**config.mk**
```make
export PLATFORM = sky130hd
export DESIGN_NAME = pwl_datapath
export DESIGN_NICKNAME = d
export VERILOG_FILES = /design/src/rtl/pwl_pkg.sv /design/src/rtl/pwl_datapath.sv
export SDC_FILE = /design/constraint.sdc
export NUM_CORES = 2
export LEC_CHECK = 0
export BUFFER_PORTS_ARGS = -buffer_cell sky130_fd_sc_hd__buf_2
export CAP_MARGIN = 25
export CORE_MARGIN = 5
export CORE_UTILIZATION = 50
export CTS_BUF_LIST = sky130_fd_sc_hd__clkbuf_4 sky130_fd_sc_hd__clkbuf_8
export DETAILED_ROUTE_END_ITERATION = 10
export PLACE_DENSITY_LB_ADDON = 0.08
export SKIP_LAST_GASP = 1
export SLEW_MARGIN = 20
export SYNTH_ARGS = -nofsm -noshare
export SYNTH_HDL_FRONTEND = slang
export SYNTH_SLANG_ARGS = --single-unit
```
**constraint.sdc**
```tcl
create_clock -name clock -period 34 [get_ports clock]
set_clock_uncertainty 0.05 [all_clocks]
set_input_delay 1.7 -clock clock [delete_from_list [all_inputs] [get_ports clock]]
set_output_delay 1.7 -clock clock [all_outputs]
set_load 0.02 [all_outputs]
```
**src/rtl/pwl_pkg.sv**
```systemverilog
`timescale 1ns / 1ps
// Shared constants and control/status types for the interpolation table.
package pwl_pkg;

   localparam int TABLE_DEPTH = 64;
   localparam int ADDR_W      = $clog2(TABLE_DEPTH);
   localparam int DATA_W      = 32;
   localparam int WIDE_W      = DATA_W + 1;
   localparam int PROD_W      = 2 * WIDE_W;
   localparam int STEP_W      = $clog2(WIDE_W + 1);
   localparam logic [STEP_W-1:0] LAST_STEP     = STEP_W'(WIDE_W - 1);
   localparam logic [STEP_W-1:0] DIV_LAST_STEP = STEP_W'(WIDE_W);

   localparam logic       KIND_WRITE = 1'b0;
   localparam logic       KIND_QUERY = 1'b1;

   localparam logic [1:0] RANGE_INSIDE = 2'd0;
   localparam logic [1:0] RANGE_LOW    = 2'd1;
   localparam logic [1:0] RANGE_HIGH   = 2'd2;

   localparam logic [6:0] USED_RESET = 7'd2;

   typedef struct packed {
      logic              rd_en;
      logic [ADDR_W-1:0] rd_addr;
      logic              rd_last;
      logic              load_query;
      logic              decide;
      logic              mul_step;
      logic              div_init;
      logic              div_step;
      logic              finish;
   } dp_cmd_type;

   typedef struct packed {
      logic interp;
   } dp_sts_type;

endpackage

```
**src/rtl/pwl_datapath.sv**
```systemverilog
`timescale 1ns / 1ps
// Table memories, bracket scan, serial multiplier and serial divider.
module pwl_datapath
   import pwl_pkg::*;
(
   input  logic                     clock,
   input  logic                     reset,
   input  logic                     wr_en,
   input  logic [5:0]               wr_index,
   input  logic signed [31:0]       wr_key,
   input  logic signed [31:0]       wr_value,
   input  logic signed [31:0]       query_point,
   input  dp_cmd_type               cmd,
   output dp_sts_type               sts,
   output logic signed [31:0]       interp_value,
   output logic [1:0]               range_status
);

   logic signed [DATA_W-1:0] key_mem [TABLE_DEPTH];
   logic signed [DATA_W-1:0] val_mem [TABLE_DEPTH];

   logic signed [DATA_W-1:0] rkey_ff, rval_ff;
   logic                     rvalid_ff, rlast_ff, rfirst_ff;
   logic signed [DATA_W-1:0] x_ff;
   logic signed [DATA_W-1:0] k0_ff, v0_ff, kl_ff, vl_ff;
   logic signed [DATA_W-1:0] pk_ff, pv_ff;
   logic                     match_ff, brk_ff;
   logic signed [DATA_W-1:0] mval_ff;
   logic signed [DATA_W-1:0] ka_ff, kb_ff, va_ff, vb_ff;
   logic [WIDE_W-1:0]        mag_ff, dist_ff, span_ff;
   logic                     neg_ff;
   logic [PROD_W-1:0]        acc_ff, acc_in;
   logic [WIDE_W:0]          rem_ff;
   logic [WIDE_W-1:0]        low_ff, quo_ff;
   logic [WIDE_W:0]          trial;
   logic signed [DATA_W-1:0] res_ff;
   logic [1:0]               rng_ff;
   logic signed [WIDE_W-1:0] d_ab, d_xa, d_span;

   // Write a point; read one slot per cycle during the scan
   always_ff @(posedge clock) begin
      if (wr_en) begin
         key_mem[wr_index[ADDR_W-1:0]] <= wr_key;
         val_mem[wr_index[ADDR_W-1:0]] <= wr_value;
      end
      if (cmd.rd_en) begin
         rkey_ff <= key_mem[cmd.rd_addr];
         rval_ff <= val_mem[cmd.rd_addr];
      end
   end

   // Track read beats
   always_ff @(posedge clock) begin
      if (reset) begin
         rvalid_ff <= 1'b0;
      end else begin
         rvalid_ff <= cmd.rd_en;
      end
      rlast_ff  <= cmd.rd_last;
      rfirst_ff <= (cmd.rd_addr == '0);
   end

   // Scan: first exact match, end points, first bracketing pair
   always_ff @(posedge clock) begin
      if (cmd.load_query) begin
         x_ff     <= query_point;
         match_ff <= 1'b0;
         brk_ff   <= 1'b0;
      end else if (rvalid_ff) begin
         pk_ff <= rkey_ff;
         pv_ff <= rval_ff;
         if (rfirst_ff) begin
            k0_ff <= rkey_ff;
            v0_ff <= rval_ff;
         end
         if (rlast_ff) begin
            kl_ff <= rkey_ff;
            vl_ff <= rval_ff;
         end
         if (!match_ff && rkey_ff == x_ff) begin
            match_ff <= 1'b1;
            mval_ff  <= rval_ff;
         end
         if (!rfirst_ff && !brk_ff && (rkey_ff > x_ff || rlast_ff)) begin
            brk_ff <= 1'b1;
            ka_ff  <= pk_ff;
            kb_ff  <= rkey_ff;
            va_ff  <= pv_ff;
            vb_ff  <= rval_ff;
         end
      end
   end

   assign sts.interp = !match_ff && !(x_ff < k0_ff) && !(x_ff > kl_ff);

   assign d_ab   = WIDE_W'(vb_ff) - WIDE_W'(va_ff);
   assign d_xa   = WIDE_W'(x_ff) - WIDE_W'(ka_ff);
   assign d_span = WIDE_W'(kb_ff) - WIDE_W'(ka_ff);

   assign acc_in = {acc_ff[PROD_W-2:0], 1'b0}
                 + (dist_ff[WIDE_W-1] ? PROD_W'(mag_ff) : '0);
   assign trial  = {rem_ff[WIDE_W-1:0], low_ff[WIDE_W-1]};

   // Decide, then multiply MSB first, then restoring divide
   always_ff @(posedge clock) begin
      if (cmd.decide) begin
         neg_ff  <= (vb_ff < va_ff);
         mag_ff  <= (vb_ff < va_ff) ? -d_ab : d_ab;
         dist_ff <= d_xa;
         span_ff <= d_span;
         acc_ff  <= '0;
         if (match_ff) begin
            res_ff <= mval_ff;
            rng_ff <= RANGE_INSIDE;
         end else if (x_ff < k0_ff) begin
            res_ff <= v0_ff;
            rng_ff <= RANGE_LOW;
         end else if (x_ff > kl_ff) begin
            res_ff <= vl_ff;
            rng_ff <= RANGE_HIGH;
         end else begin
            rng_ff <= RANGE_INSIDE;
         end
      end
      if (cmd.mul_step) begin
         acc_ff  <= acc_in;
         dist_ff <= {dist_ff[WIDE_W-2:0], 1'b0};
      end
      if (cmd.div_init) begin
         rem_ff <= {1'b0, acc_ff[PROD_W-1:WIDE_W]};
         low_ff <= acc_ff[WIDE_W-1:0];
         quo_ff <= '0;
      end
      if (cmd.div_step) begin
         low_ff <= {low_ff[WIDE_W-2:0], 1'b0};
         if (trial >= {1'b0, span_ff}) begin
            rem_ff <= trial - {1'b0, span_ff};
            quo_ff <= {quo_ff[WIDE_W-2:0], 1'b1};
         end else begin
            rem_ff <= trial;
            quo_ff <= {quo_ff[WIDE_W-2:0], 1'b0};
         end
      end
      if (cmd.finish) begin
         res_ff <= neg_ff ? va_ff - DATA_W'(quo_ff) : va_ff + DATA_W'(quo_ff);
      end
   end

   assign interp_value = res_ff;
   assign range_status = rng_ff;

endmodule

```
==> results_dict.tcl <==
set metrics [dict create \
    status "completed" \
    switching_power_mw 3.061 \
    max_freq_ghz 0.1418 \
    p_leak_nw 71.51 \
    grt_start_max_net_pins 129 \
    synth_edf_count 4840 \
    final_nets 10400 \
    synthCells 9199 \
    dr_total_vias 98790 \
    slew-limit-headroom_pct 26.96 \
    share_seq_of_total_power_pct 53.3 \
    dp_hpwl_um 293400 \
    cts.path.max_buffers 4 \
    syn_area_per_cell_sq_um 21.14 \
    synth_async_sr_flop_share_pct 0 \
    core-area_sq_mm 0.3882 \
    cp_data_required_time_ps 34900 \
    syn_area_sq_mm 0.1945 \
    p_per_area_mw_per_mm2 58.75 \
    vias_per_cell 6.248 \
    clk_pin_slew_ps 60 \
    portBuffers 153 \
    grt_util_met3_pct 4.583 \
    worst_slew_pin_slew_ps 1096 \
    peakVddDrop_mv 0.04763 \
    yosysWarnings 0 \
    maxCapViolations 0 \
    antenna_found_initial 62 \
    sw_frac_of_total_pct 23.85 \
    drcViolationCount 0 \
    hold_violations 0 \
    start_util_pct 50.09 \
    path_cells "buf_12 -> buf_4 -> buf_4 -> buf_4 -> buf_4 -> buf_16 -> buf_4 -> mux4_2 -> mux4_2 -> mux4_2" \
    hold_depth 0 \
    postRouteAntennaNets 0 \
    ys_types 84 \
    cts_max_level 6 \
    period_needed_ps 7052 \
    io_pins 154 \
    cts_hold_buffers 0 \
    dieWidth_um 633.6 \
    clock-sinks 4847 \
    final_cell_mix "edfxtp_1 (4,840), mux4_2 (1,344), clkbuf_8 (787), ha_1 (289), inv_1 (270)" \
    layout_commonest_cell "edfxtp_1" \
    synth_ff_type "edfxtp_1" \
    cts_tree "yes" \
    insertion_delay_ps 1250 \
    ys_seq_area_share_pct 74.81 \
    cp.arrival_ps 7950 \
    max_stage_delay_ps 820 \
    clockRootBuffer "clkbuf_8" \
    timing.setup.tns_ps 0 \
    cts_resized 0 \
    top_usage_layer "met2" \
    wl_per_cell_um 34.34 \
    syn_to_final_growth_pct 12.34 \
    gr-total-overflow 0 \
    hold_path.class "flop to flop" \
    dr.pass1.iters 5 \
    r2r_cells 17 \
    cts_buffers 773 \
    cp_common_cell "buf_4" \
    grt_pass1_wl_um 757900 \
    power_mw 12.83 \
    grt_pass1_vias 100200 \
    num_rows 229 \
    drv_slew 0 \
    wl_um 543000 \
    crit_fanout 79 \
    grt_util_all_layers_pct 26.89 \
    setup_viol_count_final 0 \
    dieArea_sq_mm 0.4015 \
    p_int_mw 9.772 \
    power_frac_comb_pct 8.7 \
    rsz0062_at_grt "false" \
    cp_slowest_cell "buf_4" \
    clkPwrFrac_pct 38.0 \
    period_share_pct 20.74 \
    startpoint_type "primary input" \
    gp_congestion 0.8374 \
    synth_fp_nets 9613 \
    synth_seq_cells 4847 \
    die_y_um 633.6 \
    drtIter0Drc 11870 \
    use_met2_pct 44.51 \
    path_class "primary input to flop" \
    drive_gt1_share_pct 28.42 \
    end_kind "flop" \
    use_met1_pct 37.03 \
    post_cts_buffers 0 \
]
## synthesized netlist by cell type, drive strengths merged (9+ instances only)
| cell type | number | area share, % |
|---|---|---|
| a21o | 109 | 0.42 |
| nor3 | 41 | 0.12 |
| clkbuf | 276 | 0.53 |
| a2111oi | 10 | 0.046 |
| nand2 | 217 | 0.42 |
| ha | 289 | 1.9 |
| or4 | 10 | 0.041 |
| o211ai | 16 | 0.062 |
| a211oi | 22 | 0.085 |
| nand3 | 71 | 0.18 |
| nand4 | 44 | 0.16 |
| nand3b | 9 | 0.035 |
| and3 | 22 | 0.073 |
| a22o | 35 | 0.16 |
| or3 | 16 | 0.053 |
| a31oi | 32 | 0.10 |
| o21ai | 213 | 0.55 |
| nor2b | 42 | 0.14 |
| and2 | 90 | 0.29 |
| nand2b | 46 | 0.15 |
| o21a | 28 | 0.11 |
| nor4 | 17 | 0.066 |
| edfxtp | 4840 | 75 |
| nor2 | 289 | 0.56 |
| mux4 | 1344 | 16 |
| mux2i | 52 | 0.27 |
| xor2 | 102 | 0.46 |
| inv | 273 | 0.53 |
| a21oi | 243 | 0.63 |
| xnor2 | 134 | 0.60 |
| or2 | 10 | 0.032 |
| o21bai | 21 | 0.081 |
| buf | 102 | 0.20 |
## layer usage
metal | part of all wire, % | wire [um]
met2 | 50 | 269200
met1 | 40 | 214900
met3 | 7.7 | 41860
met5 | 0.031 | 169
met4 | 3.1 | 16800
## area by class of cell
cell class                 instances  area, sq um
fill                           29050       169800
clock buffer                    1030        12650
timing repair buffer             390         3333
inverter                         273         1026
antenna                           17        42.54
tap                             5197         6502
clock inverter                   358         2354
sequential                      4847       145500
multi-input combinational       3701        47070
## through the flow
step	setup slack, ps	utilization [%]	hold slack [ps]	instances	cell area (sq um)
6_report	26950	56.27	358.8	15810	218500
4_1_cts	26670	56.12	357.8	15770	217900
3_5_place_dp	25270	52.25	354.5	14390	202900
2_1_floorplan	21880	-	350.3	9199	194500
3_3_place_gp	25330	52.17	350.5	14370	202500
5_1_grt	26360	56.26	366.2	15800	218400
## worst paths after layout
check                                from                to  slack [ps]
worst max register to register  quo_ff[2]  interp_value[28]       28340
worst min register to register  pk_ff[26]         ka_ff[26]         360
worst min-delay path            pk_ff[26]         ka_ff[26]         360
worst max-delay path               cmd[7]       rval_ff[23]       26950
## worst max-delay path: cells and delay by family
family	cells	cell delay (ps)
buf+inv	7	4240
mux	3	1620
## cells by family (layout without fill, tap and decap cells)
| group | after synthesis | in the layout | synth area share (%) |
|---|---|---|---|
| DFF | 4847 | 4847 | 74.81 |
| xor gates and xnor gates | 236 | 236 | 1.063 |
| other | 0 | 17 | 0 |
| adders and majority gates | 295 | 295 | 1.921 |
| buffers and inverters | 651 | 2051 | 1.262 |
| muxes | 1400 | 1400 | 15.86 |
| AOI/OAI and AO/OA | 822 | 822 | 2.663 |
| and+or+nand+nor | 948 | 948 | 2.422 |
## flip-flops by register name, indices dropped and copies added, names as in the netlist, 33 cells and up
signal	flops
val_mem	2048
key_mem	2048
acc_ff	66
dist_ff	33
mag_ff	33
low_ff	33
rem_ff	33
span_ff	33
## power groups by stage
stage | sequential [mW] | combinational (mW) | clock [mW]
2_1_floorplan | 6.92 | 0.758 | 0
3_3_place_gp | 6.96 | 1.09 | 0
3_5_place_dp | 6.96 | 1.11 | 0
4_1_cts | 6.84 | 1.12 | 4.98
5_1_grt | 6.85 | 1.22 | 5.27
6_report | 6.84 | 1.12 | 4.87
(Power assumes the default switching activity.)
