**src/rtl/pwl_pkg.sv**
```systemverilog
`timescale 1ns / 1ps
// Shared constants and control/status types for the interpolation table.
package pwl_pkg;

   localparam int TABLE_DEPTH = 64;
   localparam int ADDR_W      = $clog2(TABLE_DEPTH);
   localparam int DATA_W      = 32;
   localparam int WIDE_W      = DATA_W + 1;
   localparam int PROD_W      = 2 * WIDE_W;
   localparam int STEP_W      = $clog2(WIDE_W + 1);
   localparam logic [STEP_W-1:0] LAST_STEP     = STEP_W'(WIDE_W - 1);
   localparam logic [STEP_W-1:0] DIV_LAST_STEP = STEP_W'(WIDE_W);

   localparam logic       KIND_WRITE = 1'b0;
   localparam logic       KIND_QUERY = 1'b1;

   localparam logic [1:0] RANGE_INSIDE = 2'd0;
   localparam logic [1:0] RANGE_LOW    = 2'd1;
   localparam logic [1:0] RANGE_HIGH   = 2'd2;

   localparam logic [6:0] USED_RESET = 7'd2;

   typedef struct packed {
      logic              rd_en;
      logic [ADDR_W-1:0] rd_addr;
      logic              rd_last;
      logic              load_query;
      logic              decide;
      logic              mul_step;
      logic              div_init;
      logic              div_step;
      logic              finish;
   } dp_cmd_type;

   typedef struct packed {
      logic interp;
   } dp_sts_type;

endpackage

```
**src/rtl/pwl_ctrl.sv**
```systemverilog
`timescale 1ns / 1ps
// Sequencer: table scan, multiply and divide steps, result strobe.
module pwl_ctrl
   import pwl_pkg::*;
(
   input  logic        clock,
   input  logic        reset,
   input  logic        start,
   input  logic        kind,
   input  logic [6:0]  used_entries,
   input  dp_sts_type  sts,
   output dp_cmd_type  cmd,
   output logic        busy,
   output logic        done
);

   localparam logic [2:0] ST_IDLE   = 3'd0;
   localparam logic [2:0] ST_SCAN   = 3'd1;
   localparam logic [2:0] ST_DRAIN  = 3'd2;
   localparam logic [2:0] ST_DECIDE = 3'd3;
   localparam logic [2:0] ST_MUL    = 3'd4;
   localparam logic [2:0] ST_DIV    = 3'd5;
   localparam logic [2:0] ST_FIN    = 3'd6;
   localparam logic [2:0] ST_OUT    = 3'd7;

   logic [2:0]        state_ff, state_in;
   logic [ADDR_W-1:0] addr_ff, addr_in, last_addr;
   logic [STEP_W-1:0] step_ff, step_in;

   // Clamp the entry count to the table
   always_comb begin
      if (used_entries < 7'd2) begin
         last_addr = ADDR_W'(1);
      end else if (used_entries > 7'(TABLE_DEPTH)) begin
         last_addr = ADDR_W'(TABLE_DEPTH - 1);
      end else begin
         last_addr = ADDR_W'(used_entries - 7'd1);
      end
   end

   // Next state and commands
   always_comb begin
      state_in = state_ff;
      addr_in  = addr_ff;
      step_in  = step_ff;
      cmd      = '0;
      cmd.rd_addr = addr_ff;
      cmd.rd_last = (addr_ff == last_addr);
      case (state_ff)
         ST_IDLE: begin
            if (start && kind == KIND_QUERY) begin
               cmd.load_query = 1'b1;
               addr_in  = '0;
               state_in = ST_SCAN;
            end
         end
         ST_SCAN: begin
            cmd.rd_en = 1'b1;
            addr_in   = addr_ff + 1'b1;
            if (addr_ff == last_addr) begin
               state_in = ST_DRAIN;
            end
         end
         ST_DRAIN: begin
            state_in = ST_DECIDE;
         end
         ST_DECIDE: begin
            cmd.decide = 1'b1;
            step_in    = '0;
            state_in   = sts.interp ? ST_MUL : ST_OUT;
         end
         ST_MUL: begin
            cmd.mul_step = 1'b1;
            step_in      = step_ff + 1'b1;
            if (step_ff == LAST_STEP) begin
               step_in  = '0;
               state_in = ST_DIV;
            end
         end
         ST_DIV: begin
            // Load the divider once the product has settled, then step it
            step_in = step_ff + 1'b1;
            if (step_ff == '0) begin
               cmd.div_init = 1'b1;
            end else begin
               cmd.div_step = 1'b1;
            end
            if (step_ff == DIV_LAST_STEP) begin
               state_in = ST_FIN;
            end
         end
         ST_FIN: begin
            cmd.finish = 1'b1;
            state_in   = ST_OUT;
         end
         ST_OUT: begin
            state_in = ST_IDLE;
         end
         default: begin
            state_in = ST_IDLE;
         end
      endcase
   end

   always_ff @(posedge clock) begin
      if (reset) begin
         state_ff <= ST_IDLE;
         addr_ff  <= '0;
         step_ff  <= '0;
      end else begin
         state_ff <= state_in;
         addr_ff  <= addr_in;
         step_ff  <= step_in;
      end
   end

   assign busy = (state_ff != ST_IDLE);
   assign done = (state_ff == ST_OUT);

endmodule

```
**config.mk**
```make
export PLATFORM = sky130hd
export DESIGN_NAME = pwl_ctrl
export DESIGN_NICKNAME = d
export VERILOG_FILES = /design/src/rtl/pwl_pkg.sv /design/src/rtl/pwl_ctrl.sv
export SDC_FILE = /design/constraint.sdc
export NUM_CORES = 1
export LEC_CHECK = 0
export BUFFER_PORTS_ARGS = -buffer_cell sky130_fd_sc_hd__buf_2
export CORE_MARGIN = 5
export CORE_UTILIZATION = 40
export CTS_CLUSTER_SIZE = 8
export DETAILED_ROUTE_END_ITERATION = 10
export SLEW_MARGIN = 20
export SYNTH_ARGS = -nofsm -noshare
export SYNTH_HDL_FRONTEND = slang
export SYNTH_SLANG_ARGS = --single-unit
```
**constraint.sdc**
```tcl
create_clock -name clock -period 2.81 [get_ports clock]
set_input_delay 0 -clock clock [delete_from_list [all_inputs] [get_ports clock]]
set_output_delay 0 -clock clock [all_outputs]
set_load 0.01 [all_outputs]
```
==> results of run 1 <==
## cell usage after synthesis (2+ instances only)
master / instances / area share, %
o21ai_0: 6 / 2.6
a21o_1: 2 / 1.3
dfxtp_1: 15 / 26
or2_2: 2 / 1.1
xnor2_1: 4 / 3.1
ha_1: 5 / 5.5
and3_1: 3 / 1.7
nor2_1: 23 / 7.6
nor3_1: 7 / 3.1
nand3_1: 9 / 4.0
a21oi_1: 6 / 2.6
nand4_1: 2 / 1.1
a221oi_1: 2 / 1.5
or3_1: 4 / 2.2
a211oi_1: 2 / 1.3
nand2b_1: 3 / 1.7
inv_1: 9 / 3.0
clkbuf_1: 4 / 1.3
o211ai_1: 2 / 1.3
nor4_1: 2 / 1.1
nand2_1: 8 / 2.6
nor3b_1: 2 / 1.3
xor2_1: 4 / 3.1
## stage by stage
stage | power [µW] | cell area, µm² | worst slack [ns] | hold slack, ns | cells
final | 554.3 | 1295 | 0.9370 | 0.03761 | 204
after global routing | 600.7 | 1295 | 0.7403 | 0.03813 | 204
after CTS | 561.3 | 1295 | 0.9047 | 0.02995 | 204
after detailed placement | 439.6 | 1269 | 0.8016 | 0.3245 | 200
after global placement | 434.4 | 1269 | 0.8676 | 0.3207 | 200
after floorplan | 386.3 | 1137 | 1.105 | 0.1835 | 149
## worst paths after layout
check / startpoint / endpoint / slack (ns)
hold / removal: reset / addr_ff[5]$_SDFFE_PP0P_ / 0.04
setup / recovery: addr_ff[1]$_SDFFE_PP0P_ / cmd[6] / 0.94
hold reg to reg: step_ff[5]$_SDFFE_PP0P_ / step_ff[5]$_SDFFE_PP0P_ / 0.56
setup reg to reg: state_ff[0]$_SDFFE_PP0P_ / step_ff[5]$_SDFFE_PP0P_ / 0.96
## per-layer routing
metal / part of all wire, % / global-route usage [%] / up-vias
li1: - / - / 591
met1: 48 / 18.19 / 516
met2: 45 / 22.59 / 29
met3: 5.5 / 3.552 / 2
met4: 0.68 / 3.896 / 0
met5: 0 / 0 / -
## power groups by stage
stage / registers, µW / clock network [µW] / logic (µW)
floorplan: 243 / 0 / 143
global placement: 261 / 0 / 173
detailed placement: 262 / 0 / 177
CTS: 257 / 126 / 178
global route: 261 / 136 / 203
finish: 258 / 119 / 177
## kinds of logic after synthesis
family	after synthesis	share of synthesized area, %
AOI/OAI and AO/OA	33	21.89
xor gates and xnor gates	8	6.160
adders and majority gates	5	5.501
buffers and inverters	16	6.710
DFF	15	26.40
muxes	1	0.9900
and+or+nand+nor	71	32.34
## state kept, by name, indices dropped and copies added, names as in the netlist
register	flops
state_ff	3
addr_ff	6
step_ff	6
## final cells by class
type | instances | area [µm²]
Inverter | 9 | 33.78
Clock buffer | 4 | 26.28
Fill cell | 266 | 1439
Sequential cell | 15 | 300.3
Tap cell | 31 | 38.79
Multi-Input combinational cell | 118 | 760.7
Timing Repair Buffer | 27 | 135.1
## worst max-delay path: cells and delay by family, from the launching register on
family,cells,cell delay [ns]
and+or+nand+nor,1,0.29
AOI/OAI and AO/OA,3,0.73
buffers and inverters,1,0.19
DFF,1,0.40
==> metrics, run 1 <==
FF+latch count, synth=15; Post-synth EDFFs=0; maximum VDD drop=0.0004300 V; Slew Limit Fails=0; Clock Pin Slew Worst Setup and Hold Paths=0.09 ns; prevailing post-synth register cell=dfxtp_1; Total Neg Setup Slack=0 ns; cell chosen for the clock root=clkbuf_4; period utilization=66.65%; Sequential Power Share=46.5%; core area=2734 µm²; Die H=63.33 µm; first-pass GRT wire length=4698 µm; Area growth, synth to finish=13.86%; routed vias=1138; Layout Utilization=47.37%; n_diodes=0; Placer Congestion=0.8125; vias in the first global route=1067; Worst setup SP type=flop; hold_buf cts=0; IO Pins=28; drt first-iter violations=55; unrepaired setup endpoints after global routing=false; power density over cell area=428.0 nW/µm²; worst slew pin tran=0.4974 ns; Final nets=191; Ys Warns=0; initial antenna violation count=0; max-cap violation count=0; fraction of the yosys area taken by sequential cells=26.40%; per-cell routed wire length=13.00 µm; GRT Total Usage=13.96%; Hold Crit Class=input port to flop; Comb pwr share=31.9%; Num CTS Buffers=3; pin count of the biggest net entering global routing=13; # rows=19; Syn Inst Count=149; Die Width=63.33 µm; post-CTS resize count=0; Unique masters post-synth=46; die area=4010 µm²; Starting Density=41.60%; Post-CTS Setup Bufs=0; maximum clock path buffer count=2; ys async rst share=0%; depth of the CTS H-tree=1; relative slew slack=66.49%; clock skew=0.007113 ns; Clock Latency Late Sink=0.27 ns; R2R depth=6; Synthesized Nets=166; CTS tree=built; grt ovf=0; Sink Count=15; Clk network pwr share=21.5%; Psw=200.0 µW; crit path max fanout=8; CP max stage cell=dfxtp_1; CP endpoint kind=output port; Vias/cell=5.578; fin crit period=1.873 ns; Post-Synthesis Cell Area=1137 µm²; Hold Vio Cnt, Final=0; # DRC=0; leakage power=0.0005613 µW; 1st-pass router iterations=4; Worst EP arrival=1.87 ns; Final ANT Viol Nets=0; fmax=533.9 MHz; CP peak stage delay=0.40 ns; WP data required=2.81 ns; WL final=2652 µm; WHS Path Cells=2; crit path kind=flop to output port; hpwl dp=2106 µm; commonest cells after routing, fill and taps aside=buf_2, nor2_1, dfxtp_1; share of cells above drive strength 1=22.54%; Internal=354.3 µW; IO Port Bufs=27; Net Sw Frac=36.08%; Final setup viols=0; CP cell instances=a22o_1 > a221oi_1 > o2111ai_2 > nor4_1 > buf_2; synthesized area per cell=7.633 µm²; status=completed; most common cell after layout, fill and taps aside=buf_2
Note: power is estimated with default switching activity, not from simulation.
==> run 2, diff against run 1 <==
--- a/config.mk
+++ b/config.mk
@@ -5,6 +5,7 @@
 export SDC_FILE = /design/constraint.sdc
 export NUM_CORES = 1
 export LEC_CHECK = 0
+export ABC_AREA = 1
 export BUFFER_PORTS_ARGS = -buffer_cell sky130_fd_sc_hd__buf_2
 export CORE_MARGIN = 5
 export CORE_UTILIZATION = 40
==> constraint.sdc (replaced) <==
create_clock -name clock -period 1.6 [get_ports clock]
set_input_delay 0 -clock clock [delete_from_list [all_inputs] [get_ports clock]]
set_output_delay 0 -clock clock [all_outputs]
set_load 0.01 [all_outputs]
==> run 2 against run 1 <==
Against the previous run: sequential share of layout area down 2.1 points; flip-flop and latch count unchanged; die area increased by 2.7%; first-iteration DRC count is 15% higher; sequential power increased by 55%; area after synthesis up 3.2%; wire length up 4.8%; critical path depth up 1; register-to-register slack got worse by 0.81 ns; critical path type unchanged.
==> metrics, run 2 <==
post-synth top area cell=dfxtp_1; first-pass GRT wire length=5099 µm; Final Hold Slack=0.1023 ns; per-cell routed wire length=10.90 µm; Die Width=64.17 µm; status=completed; Final setup viols=0; crit path kind=flop to output port; Clock Latency Late Sink=0.28 ns; flop2flop setup slack=0.15 ns; IO Pins=28; Final nets=242; Final ANT Viol Nets=0; n_diodes=0; power density over cell area=582.6 nW/µm²; worst slew pin tran=0.3023 ns; period utilization=91.33%; fraction of the yosys area taken by sequential cells=25.59%; most numerous cell in the Yosys netlist=nand2_1; Post-synth EDFFs=0; max-cap violation count=0; grt ovf=0; maximum clock path buffer count=2; Num CTS Buffers=3; CTS tree=built; Worst setup SP type=flop; prevailing post-synth register cell=dfxtp_1; vias in the first global route=1238; Post-Synthesis Cell Area=1174 µm²; share of cells above drive strength 1=27.23%; register area=300.3 µm²; relative slew slack=79.82%; Starting Density=42.20%; FF+latch count, synth=15; Clock Pin Slew Worst Setup and Hold Paths=0.10 ns; WP data required=1.60 ns; # DRC=0; hpwl dp=2302 µm; share of the synthesized area in the top cell type=25.59%; Synthesized Nets=207; final setup margin=0.1387 ns; Vias/cell=4.918; fmax=684.3 MHz; fill count=314; core area=2781 µm²; Worst EP arrival=1.46 ns; Unique masters post-synth=28; Placer Congestion=0.8655; post-route cell area=1425 µm²; Slew Limit Fails=0; depth of the CTS H-tree=1; Hold Crit Class=input port to flop; crit path max fanout=4; maximum VDD drop=0.0004760 V; Placed Area=1363 µm²; CP endpoint kind=output port; commonest cells after routing, fill and taps aside=nand2_1, inv_1, buf_2; leakage power=0.0007321 µW; Total Neg Setup Slack=0 ns; Post-CTS Setup Bufs=0; top area cells in the synthesized netlist=dfxtp_1, nand2_1, inv_1; top cells by count, synth=nand2_1, inv_1, nor2_1; synthesized area per cell=6.177 µm²; Hold Vio Cnt, Final=0; GRT Total Usage=14.71%; Area growth, synth to finish=21.43%; cell chosen for the clock root=clkbuf_4; Syn Inst Count=190; Die H=64.17 µm; routed vias=1254; Ys Warns=0; multi-input logic area=757.0 µm²; fin crit period=1.461 ns; Sink Count=15; initial antenna violation count=0; Top Registers=addr_ff: 6 flops, step_ff: 6 flops, state_ff: 3 flops; Layout Utilization=51.24%; ys async rst share=0%; most common cell after layout, fill and taps aside=nand2_1; WL final=2780 µm; 1st-pass router iterations=4; # rows=19; IO Port Bufs=27; pre-CTS setup slack=0.01045 ns; die area=4117 µm²; drt first-iter violations=63; clock skew=0.004265 ns; pin count of the biggest net entering global routing=11
[run 2: timing repair]
action,in CTS,in global routing
endpoints found under the setup margin,0,10
endpoints found under the hold margin,5,0
hold buffers,1,0
gates resized for setup,0,8
[run 2: path summary, 6_finish.rpt]
path | to | cells past startpoint | from
hold reg to reg | addr_ff[4]$_SDFFE_PP0P_ | 1 | addr_ff[4]$_SDFFE_PP0P_
hold / removal | state_ff[1]$_SDFFE_PP0P_ | 6 | sts
setup / recovery | cmd[2] | 6 | state_ff[0]$_SDFFE_PP0P_
setup reg to reg | state_ff[0]$_SDFFE_PP0P_ | 10 | step_ff[0]$_SDFFE_PP0P_
[run 2: kinds of logic (layout without fill, tap and decap cells)]
| kind of cell | count (synthesis) | in the layout | share of synthesized area [%] |
|---|---|---|---|
| AO/OA/AOI/OAI | 20 | 20 | 9.702 |
| XOR/XNOR | 3 | 3 | 2.239 |
| adder cells (fa/ha/maj) | 5 | 5 | 5.330 |
| buffers and inverters | 38 | 72 | 12.15 |
| flip-flops | 15 | 15 | 25.59 |
| AND/OR/NAND/NOR | 109 | 109 | 44.99 |
[run 2: per-stage QoR]
stage                     instances  power (µW)
after global placement          250       606.8
final                           255       830.3
after floorplan                 190       545.1
after detailed placement        250       610.0
after global routing            255       900.8
after CTS                       255       835.6
[run 2: area by class of cell]
cell class	count	area share, %
Multi-Input combinational cell	137	53.12
Sequential cell	15	21.07
Timing Repair Buffer	30	11.24
Inverter	38	10.01
Tap cell	31	2.722
Clock buffer	4	1.844
[run 2: power breakdown]
part,leakage (µW),internal [µW],switching (µW)
clock,0.0000150,96.7,126
sequential,0.000121,384,16.2
combinational,0.000596,77.7,130
total,0.000732,558,272
[run 2: routing by layer]
metal	up-vias	GRT usage (%)	part of all wire, %
met4	0	4.071	0.61
met3	2	4.729	5.6
met1	560	18.34	48
met2	29	24.25	46
li1	663	-	-
met5	-	0	0
[run 2: worst max-delay path, cell delays in order (launching register included)]
cell	delay [ns]
dfxtp_1	0.40
inv_2	0.05
or2_1	0.26
nor2_2	0.16
inv_1	0.07
nor2_1	0.11
buf_2	0.14
==> run 3, diff against run 2 <==
--- a/config.mk
+++ b/config.mk
@@ -8,7 +8,7 @@
 export ABC_AREA = 1
 export BUFFER_PORTS_ARGS = -buffer_cell sky130_fd_sc_hd__buf_2
 export CORE_MARGIN = 5
-export CORE_UTILIZATION = 40
+export CORE_UTILIZATION = 41
 export CTS_CLUSTER_SIZE = 8
 export DETAILED_ROUTE_END_ITERATION = 10
 export SLEW_MARGIN = 20
==> constraint.sdc (replaced) <==
create_clock -name clock -period 1.65 [get_ports clock]
set_input_delay 0 -clock clock [delete_from_list [all_inputs] [get_ports clock]]
set_output_delay 0 -clock clock [all_outputs]
set_load 0.01 [all_outputs]
==> run 3 against run 2 <==
Against the previous run: core utilization is 0.15 points lower; clock skew down 0.0025 ns; sequential power shrank 3%; sequential share of layout area is 0.33 points higher; register-to-register slack improved by 0.03 ns; first-iteration DRC count unchanged; final cell count down 0.39%; worst hold slack gained 0.0079 ns; critical path type is now flop to flop; combinational power down 3%; count of clock-buffer cells in the layout unchanged; final area down 1.1%; largest cell class unchanged; wire length down 1.2%.
==> metrics, run 3 (same netlist as run 2, synthesis figures left out) <==
status=completed; Placed Area=1355 µm²; Hold Vio Cnt, Final=0; n_diodes=0; GRT Total Usage=13.61%; Starting Density=42.56%; cell chosen for the clock root=clkbuf_4; routed vias=1207; initial antenna violation count=0; WHS Path Cells=6; final setup margin=0.1775 ns; Vias/cell=4.752; Die Width=63.50 µm; Area growth, synth to finish=20.04%; pre-CTS setup slack=0.05988 ns; fill count=289; IO Port Bufs=27; Final ANT Viol Nets=0; share of cells above drive strength 1=26.91%; most common cell after layout, fill and taps aside=nand2_1; 1st-pass router iterations=4; Final setup viols=0; die area=4032 µm²; period utilization=89.24%; WL final=2748 µm; clock skew=0.001799 ns; fmax=679.1 MHz; per-cell routed wire length=10.82 µm; # DRC=0; Sequential Power Share=48.8%; max-cap violation count=0; Sink Count=15; # rows=19; WP data required=1.83 ns; Critical R2R Launch=step_ff[0]$_SDFFE_PP0P_; Top Registers=addr_ff: 6 flops, step_ff: 6 flops, state_ff: 3 flops; Slew Limit Fails=0; core area=2758 µm²; pin count of the biggest net entering global routing=11; maximum VDD drop=0.0005478 V; Clock Pin Slew Worst Setup and Hold Paths=0.09 ns; placed insts=249; Net Sw Frac=32.08%; depth of the CTS H-tree=1; hold endpoint=state_ff[1]$_SDFFE_PP0P_; maximum clock path buffer count=2; Psw=255.5 µW; worst slew pin tran=0.2672 ns; grt ovf=0; Placer Congestion=0.8995; Final nets=241; Clk network pwr share=26.0%; Hold Crit Class=input port to flop; Internal=540.8 µW; crit path max fanout=4; Die H=63.50 µm; CTS tree=built; drt first-iter violations=63; hold path startpoint=sts; Worst EP arrival=1.66 ns; relative slew slack=82.16%; Num CTS Buffers=3; register area=301.5 µm²; crit path kind=flop to flop; flop2flop setup slack=0.18 ns; leakage power=0.0007266 µW; first-pass GRT wire length=4602 µm; multi-input logic area=747.0 µm²; post-route cell area=1409 µm²; unrepaired setup endpoints after global routing=false; Clock Latency Late Sink=0.28 ns; IO Pins=28; power density over cell area=565.2 nW/µm²; final std cells w/o fill=254; hpwl dp=2265 µm; CP endpoint kind=flop; vias in the first global route=1090; Comb pwr share=25.2%; fin crit period=1.472 ns; commonest cells after routing, fill and taps aside=nand2_1, inv_1, buf_2; reg2reg end=state_ff[0]$_SDFFE_PP0P_; Total Neg Setup Slack=0 ns; R2R depth=10; Total Power=796.3 µW; Worst setup SP type=flop
==> run 3: cell type report <==
| type | count | share of cell area (%) |
|---|---|---|
| multi-input cells | 137 | 53.02 |
| flip-flops and latches | 15 | 21.40 |
| inverters | 38 | 10.12 |
| clock buffers | 4 | 1.865 |
| well taps | 31 | 2.753 |
| repair buffers | 29 | 10.83 |
==> run 3: through the flow <==
| stage | utilization [%] | hold slack [ns] |
|---|---|---|
| after global placement | 49.14 | 0.2872 |
| after floorplan | - | 0.06907 |
| after detailed placement | 49.14 | 0.2871 |
| final | 51.09 | 0.1102 |
| after global routing | 51.09 | 0.1508 |
| after CTS | 50.45 | 0.1027 |
==> run 3: repair_timing <==
action | CTS | global route
endpoints found under the setup margin | 0 | 10
endpoints found under the hold margin | 2 | 0
buffers inserted | 0 | 0
hold buffers | 1 | 0
gates resized for setup | 0 | 7
==> run 3: critical path: stages (launching register included) <==
cell and delay [ns]:
dfxtp_1 0.35, inv_2 0.10, ha_1 0.15, nor3b_2 0.20
nand2_1 0.08, nand2_1 0.09, nand2_1 0.08, a21oi_2 0.14
nand3_1 0.09, nand2_1 0.06, inv_1 0.03
==> run 3: how the worst max path moves through the flow <==
| stage | startpoint | endpoint | slack (ns) | cells after the start |
|---|---|---|---|---|
| floorplan | step_ff[0]$_SDFFE_PP0P_ | state_ff[0]$_SDFFE_PP0P_ | 0.24 | 10 |
| global placement | step_ff[0]$_SDFFE_PP0P_ | state_ff[0]$_SDFFE_PP0P_ | 0.16 | 10 |
| detailed placement | step_ff[1]$_SDFFE_PP0P_ | state_ff[0]$_SDFFE_PP0P_ | 0.06 | 10 |
| CTS | step_ff[1]$_SDFFE_PP0P_ | state_ff[0]$_SDFFE_PP0P_ | 0.05 | 10 |
| global route | state_ff[1]$_SDFFE_PP0P_ | step_ff[1]$_SDFFE_PP0P_ | 0.002 | 9 |
| finish | step_ff[0]$_SDFFE_PP0P_ | state_ff[0]$_SDFFE_PP0P_ | 0.18 | 10 |
==> run 3: power by group through the flow <==
stage          registers [µW]  clock network [µW]  logic (µW)
6_report                  389                 207         201
5_1_grt                   391                 231         230
4_1_cts                   388                 216         198
3_5_place_dp              396                   0         195
3_3_place_gp              396                   0         192
2_1_floorplan             394                   0         134
==> run 3: routing by layer <==
| metal | GRT usage [%] | part of all wire, % |
|---|---|---|
| met5 | 0 | 0 |
| met4 | 1.558 | 1.1 |
| met3 | 4.440 | 5.1 |
| met2 | 21.95 | 47 |
| met1 | 18.11 | 47 |
